`config.mk`:
```
export PLATFORM = sky130hd
export DESIGN_NAME = hcbp_fifo
export DESIGN_NICKNAME = d
export VERILOG_FILES = /design/src/hw/rtl/hcbp_pkg.sv /design/src/hw/rtl/hcbp_fifo.sv
export SDC_FILE = /design/constraint.sdc
export NUM_CORES = 1
export LEC_CHECK = 0
export BUFFER_PORTS_ARGS = -buffer_cell sky130_fd_sc_hd__buf_2
export CAP_MARGIN = 30
export CORE_UTILIZATION = 50
export CTS_CLUSTER_DIAMETER = 150
export DETAILED_ROUTE_END_ITERATION = 8
export GPL_TIMING_DRIVEN = 0
export MAX_ROUTING_LAYER = met4
export PLACE_DENSITY = 0.73
export SLEW_MARGIN = 10
export SYNTH_ARGS = -nofsm -noshare
export SYNTH_HDL_FRONTEND = slang
export SYNTH_SLANG_ARGS = --single-unit
```
`constraint.sdc`:
```
create_clock -name clk -period 3.2 [get_ports clk]
set_input_delay 0.16 -clock clk [delete_from_list [all_inputs] [get_ports clk]]
set_output_delay 0.16 -clock clk [all_outputs]
set_load 0.1 [all_outputs]
```
`src/hw/rtl/hcbp_pkg.sv`:
```
// shared constants, opcodes and command types of the huffman code bit packer
`timescale 1ns / 1ps

package hcbp_pkg;

    // table and code geometry
    localparam int MAX_CODE_LEN = 32;
    localparam int SYMBOL_COUNT = 256;
    localparam int CODE_W       = 32;
    localparam int LEN_W        = 6;
    localparam int BYTE_W       = 8;
    localparam int SYMBOL_W     = 8;
    localparam int OP_W         = 2;
    localparam int INDEX_W      = (SYMBOL_COUNT > 1) ? $clog2(SYMBOL_COUNT) : 1;
    localparam int LEN_CAP      = (MAX_CODE_LEN < CODE_W) ? MAX_CODE_LEN : CODE_W;
    localparam int ACC_W        = CODE_W + BYTE_W;

    // command queue between lookup and packer
    localparam int FIFO_DEPTH   = 2;
    localparam int PTR_W        = (FIFO_DEPTH > 1) ? $clog2(FIFO_DEPTH) : 1;
    localparam int COUNT_W      = $clog2(FIFO_DEPTH + 1);

    typedef enum logic [OP_W-1:0] {
        OP_LOAD   = 2'd0,
        OP_ENCODE = 2'd1,
        OP_FLUSH  = 2'd2
    } op_t;

    // one packer command: a looked-up code or a flush
    typedef struct packed {
        logic              is_flush;
        logic [CODE_W-1:0] bits;
        logic [LEN_W-1:0]  len;
    } hcbp_cmd_t;

    // queue write side
    typedef struct packed {
        logic      valid;
        hcbp_cmd_t cmd;
    } hcbp_push_t;

    // queue read side
    typedef struct packed {
        logic      valid;
        hcbp_cmd_t cmd;
    } hcbp_pop_t;

endpackage

```
`src/hw/rtl/hcbp_fifo.sv`:
```
// short command queue between front end and packer
`timescale 1ns / 1ps

module hcbp_fifo
    import hcbp_pkg::*;
(
    input  logic       clk,
    input  logic       rst_n,
    input  hcbp_push_t push,
    output logic       full,
    output hcbp_pop_t  pop,
    input  logic       pop_ready
);

    hcbp_cmd_t          entry_mem [FIFO_DEPTH];
    logic [PTR_W-1:0]   wr_ptr_reg, wr_ptr_next;
    logic [PTR_W-1:0]   rd_ptr_reg, rd_ptr_next;
    logic [COUNT_W-1:0] count_reg, count_next;
    logic               do_push;
    logic               do_pop;

    assign full    = (count_reg == COUNT_W'(FIFO_DEPTH));
    assign do_push = push.valid && !full;
    assign do_pop  = pop_ready && (count_reg != '0);

    assign pop.valid = (count_reg != '0);
    assign pop.cmd   = entry_mem[rd_ptr_reg];

    // entry storage
    always_ff @(posedge clk)
    begin
        if (do_push)
        begin
            entry_mem[wr_ptr_reg] <= push.cmd;
        end
    end

    // pointer and fill count update
    always_comb
    begin
        wr_ptr_next = wr_ptr_reg;
        rd_ptr_next = rd_ptr_reg;
        count_next  = count_reg;
        if (do_push)
        begin
            wr_ptr_next = (wr_ptr_reg == PTR_W'(FIFO_DEPTH - 1)) ? '0 : wr_ptr_reg + 1'b1;
        end
        if (do_pop)
        begin
            rd_ptr_next = (rd_ptr_reg == PTR_W'(FIFO_DEPTH - 1)) ? '0 : rd_ptr_reg + 1'b1;
        end
        if (do_push && !do_pop)
        begin
            count_next = count_reg + 1'b1;
        end
        else if (do_pop && !do_push)
        begin
            count_next = count_reg - 1'b1;
        end
    end

    always_ff @(posedge clk or negedge rst_n)
    begin
        if (!rst_n)
        begin
            wr_ptr_reg <= '0;
            rd_ptr_reg <= '0;
            count_reg  <= '0;
        end
        else
        begin
            wr_ptr_reg <= wr_ptr_next;
            rd_ptr_reg <= rd_ptr_next;
            count_reg  <= count_next;
        end
    end

    // fill count stays within depth
    a_count_bound: assert property (@(posedge clk) disable iff (!rst_n)
        count_reg <= COUNT_W'(FIFO_DEPTH))
        else $error("command queue over capacity");

endmodule

```
* Word level (Yosys, flattened, before mapping)
Memory sizes are Yosys's and may differ from the RTL's.
Cells that the tools add are included.
** Storage, ports and cells
- Register bits :: 4
- Bits in writable memories :: 78
- Bits of input ports :: 43
- Output and inout bits :: 41
- Word-level logic and storage cells :: 24
- Memories kept :: 1
** Cells by class
- $add $sub $neg :: 4
- Equality and inequality tests :: 1
- Mux-type cells :: 6
- Reductions and logical operators :: 9
** Memory list
- entry_mem :: depth 2, bits a word 39, read ports 1, clocked after memory_dff 0, wr ports 1, line hcbp_fifo.sv:15 : hcbp_cmd_t entry_mem [FIFO_DEPTH];
** Operator list (count)
- $logic_and 1x1->1 :: 4
- $mux 1 :: 4
- $mux 2 :: 2
- $reduce_bool 2->1 :: 2
- $logic_not 1->1 :: 3
- $add 1x1->1 const B :: 2
- $add 2x1->2 const B :: 1
- $eq 2x2->1 const B :: 1
- $sub 2x1->2 const B :: 1

* Longest topological paths before layout
- Word-level depth :: 7
- Mapped depth :: 7
- Gate-level depth less buffers :: 7

* Worst setup path before layout
OpenSTA, ideal clock, no wires.
- Path type :: register to register
- Start :: register count_reg[0]
- End :: memory entry_mem[0][0] (netlist bit) (enable)
- Library setup time :: 435 ps
- Arrival :: 2267 ps
- Required time :: 2765 ps
- Slack :: 498 ps
- Cell stages (with the launch flop) :: 4
- Buffers on the path :: 0
- Clock period less this slack :: 2702 ps
- Cell sequence :: dfrtp_1 > nand2b_1 > nand2_1 > nor2_1
** Between the ends
- Cells in the longest elaborated chain, start to end :: 5
** RTL lines
- start, declared :: line hcbp_fifo.sv:18 : logic [COUNT_W-1:0] count_reg, count_next;
- start signal, assigned :: line hcbp_fifo.sv:74 : count_reg <= count_next;
- $eq 2x2->1 :: line hcbp_fifo.sv:22 : assign full = (count_reg == COUNT_W'(FIFO_DEPTH));
- $logic_not 1->1 :: line hcbp_fifo.sv:23 : assign do_push = push.valid && !full;
- $logic_and 1x1->1 :: line hcbp_fifo.sv:23
- $mux 1 :: line hcbp_fifo.sv:32 : if (do_push)
- $mux 1 (not written as such) :: line hcbp_fifo.sv:34 : entry_mem[wr_ptr_reg] <= push.cmd;
- end, declared :: line hcbp_fifo.sv:15
Every way passes these cells.

==> impl_metrics.csv <==
group,metric,value,unit
outcome,status,"completed",
clock_tree,cts_sinks,82,
hold_path,hold_path_class,"input pin to flop",
worst_setup_path,worstPathArrival,1650,ps
grt,grtUsageMet3,5.37,%
place,post_dp_cell_area,3600,µm²
cells_and_area,diodes,0,
timing,rsz0062_at_grt,"false",
hold_path,whs_path_depth,1,
die,die_area,6370,µm²
timing,hold-worst-slack,22.9,ps
clock_tree,clockBufferDepth,2,
worst_setup_path,cp_max_fo,10,
route,detail-route-antenna-nets,0,
timing,fin_crit_sh,56.6,%
worst_setup_path,worstSetupEndpointType,"output pin",
grt,busiest_layer,"met2",
route,firstDrtPassIters,4,
grt,antenna_found_initial,0,
synthesis,synth_warnings,0,
cells_and_area,final_area,4000,µm²
timing,setup_viol,0,
grt,grt_max_degree,23,
worst_setup_path,worstRegToRegCells,4,
timing,slew_headroom,59.6,%
synthesis,synth_nets,184,
timing,fin_crit,1810,ps
worst_setup_path,worstSetupPathType,"flop to output pin",
timing,skew,9.45,ps
route,vias_per_cell,4.86,
cells_and_area,area_delta_synth_final,32.0,%
route,wl_per_cell,15.1,µm
route,vias,1624,
timing,fmax,552,MHz
die,die_h,79.8,µm
synthesis,synth_cell_type_count,14,
die,start_util,53.3,%
clock_tree,clkSlewWorstSetupHoldPaths,80,ps
worst_setup_path,critPathRequiredTime,3040,ps
timing,worst_pin_slew,604,ps
cells_and_area,layout-drive-gt1-share,55.0,%
grt,met2_usage,26.4,%
synthesis,synthCells,140,
synthesis,ys_ff_latch,82,
place,numPortBuffers,83,
synthesis,syn_avg_cell_area,21.6,µm²
die,io_pins,84,
synthesis,ys_seq_area_share,80.7,%
run,drv_cap,0,
die,rows,27,
clock_tree,htree_levels,3,
cells_and_area,nNetsFinal,301,
route,drt_iter0_drc,121,
timing,drv_slew,0,
cells_and_area,largest_reg_flops,78,
die,core,5680,µm²
place,gp_congestion,0.671,
route,drt_wl_total,5.04,mm
worst_setup_path,critPathLaunchType,"flop",
grt,met1_usage,17.4,%
die,chipWidth,79.8,µm
grt,grt_pass1_wl,7.10,mm
timing,hold_viol,0,
grt,grt_pass1_vias,1528,
worst_setup_path,rrSetupSlack,1460,ps
clock_tree,clockRootBuffer,"clkbuf_8",
clock_tree,cts_tree,"done",
grt,grt.overflow.total,0,
clock_tree,clock_latency,320,ps
route,drc,0,
clock_tree,cts-buffers-inserted,9,
grt,grt_util_all_layers,16.1,%
synthesis,syn_area,3030,µm²
place,hpwlAfterDp,3.17,mm
## stage by stage
step / TNS, ps / worst slack [ps] / utilization (%) / instances
6_report: 0 / 1390 / 70.4 / 334
5_1_grt: 0 / 1290 / 70.4 / 334
4_1_cts: 0 / 1360 / 67.2 / 316
3_5_place_dp: 0 / 1440 / 63.4 / 297
3_3_place_gp: -19050 / -490 / 62.2 / 295
2_1_floorplan: 0 / 498 / - / 140
## synthesized netlist by cell type, drive strengths merged
| cell | n | area (µm²) |
|---|---|---|
| inv | 2 | 7.51 |
| xnor2 | 3 | 26.3 |
| xor2 | 2 | 17.5 |
| dfrtp | 4 | 100 |
| edfxtp | 78 | 2340 |
| and3 | 1 | 6.26 |
| or2 | 1 | 6.26 |
| mux2 | 39 | 439 |
| nand2 | 2 | 10.0 |
| nand2b | 1 | 6.26 |
| ha | 1 | 12.5 |
| nor2 | 2 | 7.51 |
| buf | 4 | 45.0 |
## final timing paths
path | from | end
setup / recovery | rd_ptr_reg | pop[8]
hold / removal | push[20] | entry_mem[1][20]
max in group asynchronous | rst_n | count_reg[1]
setup reg to reg | count_reg[0] | entry_mem[0][22]
min in group asynchronous | rst_n | wr_ptr_reg
hold reg to reg | count_reg[1] | count_reg[1]
## cells in the final DEF, fill, tap and decap left out
master          n
and3_2          1
buf_16          2
buf_2          83
buf_6           4
bufinv_16       1
clkbuf_1        3
clkbuf_8       10
clkinv_2        2
dfrtp_1         4
dlygate4sd3_1  21
edfxtp_1       78
ha_1            1
inv_1           2
mux2_2         39
nand2_1         1
nand2_2         1
nand2b_1        1
nor2_1          1
nor2_4          1
or2_1           1
xnor2_1         3
xor2_1          2
## final cells by class
class	instances	area, µm²
Fill cell	405	1680
Sequential cell	82	2440
Timing Repair Buffer	106	681
Clock inverter	3	40.0
Buffer	4	45.0
Multi-Input combinational cell	52	541
Tap cell	72	90.1
Clock buffer	13	149
Inverter	2	7.51
## worst max-delay path, cell delays in order (launching register included)
cell	delay (ps)
dfrtp_1	490
buf_6	200
mux2_2	350
buf_2	290
## timing repair
item,4_1_cts,5_1_grt
buffers inserted,0,0
hold endpoints to repair,7,34
setup endpoints to repair,0,0
gates resized for setup,0,0
hold buffers,3,18
## layer usage
metal | vias up | wire (µm)
met5 | - | 0
met4 | 0 | 34
met3 | 2 | 226
met2 | 43 | 2780
met1 | 801 | 1990
li1 | 778 | -
## logic make-up (layout without fill, tap and decap cells)
family,count (synthesis),count (layout),share of synthesized area (%)
muxes,39,39,14.5
and+or+nand+nor,7,7,1.20
xor gates and xnor gates,5,5,1.45
adders and majority gates,1,1,0.413
DFF,82,82,80.7
buffers and inverters,6,128,1.74
Power is left out: the tool's default activity adds up to more than one toggle a clock period on the data nets, which glitch-free logic cannot reach.
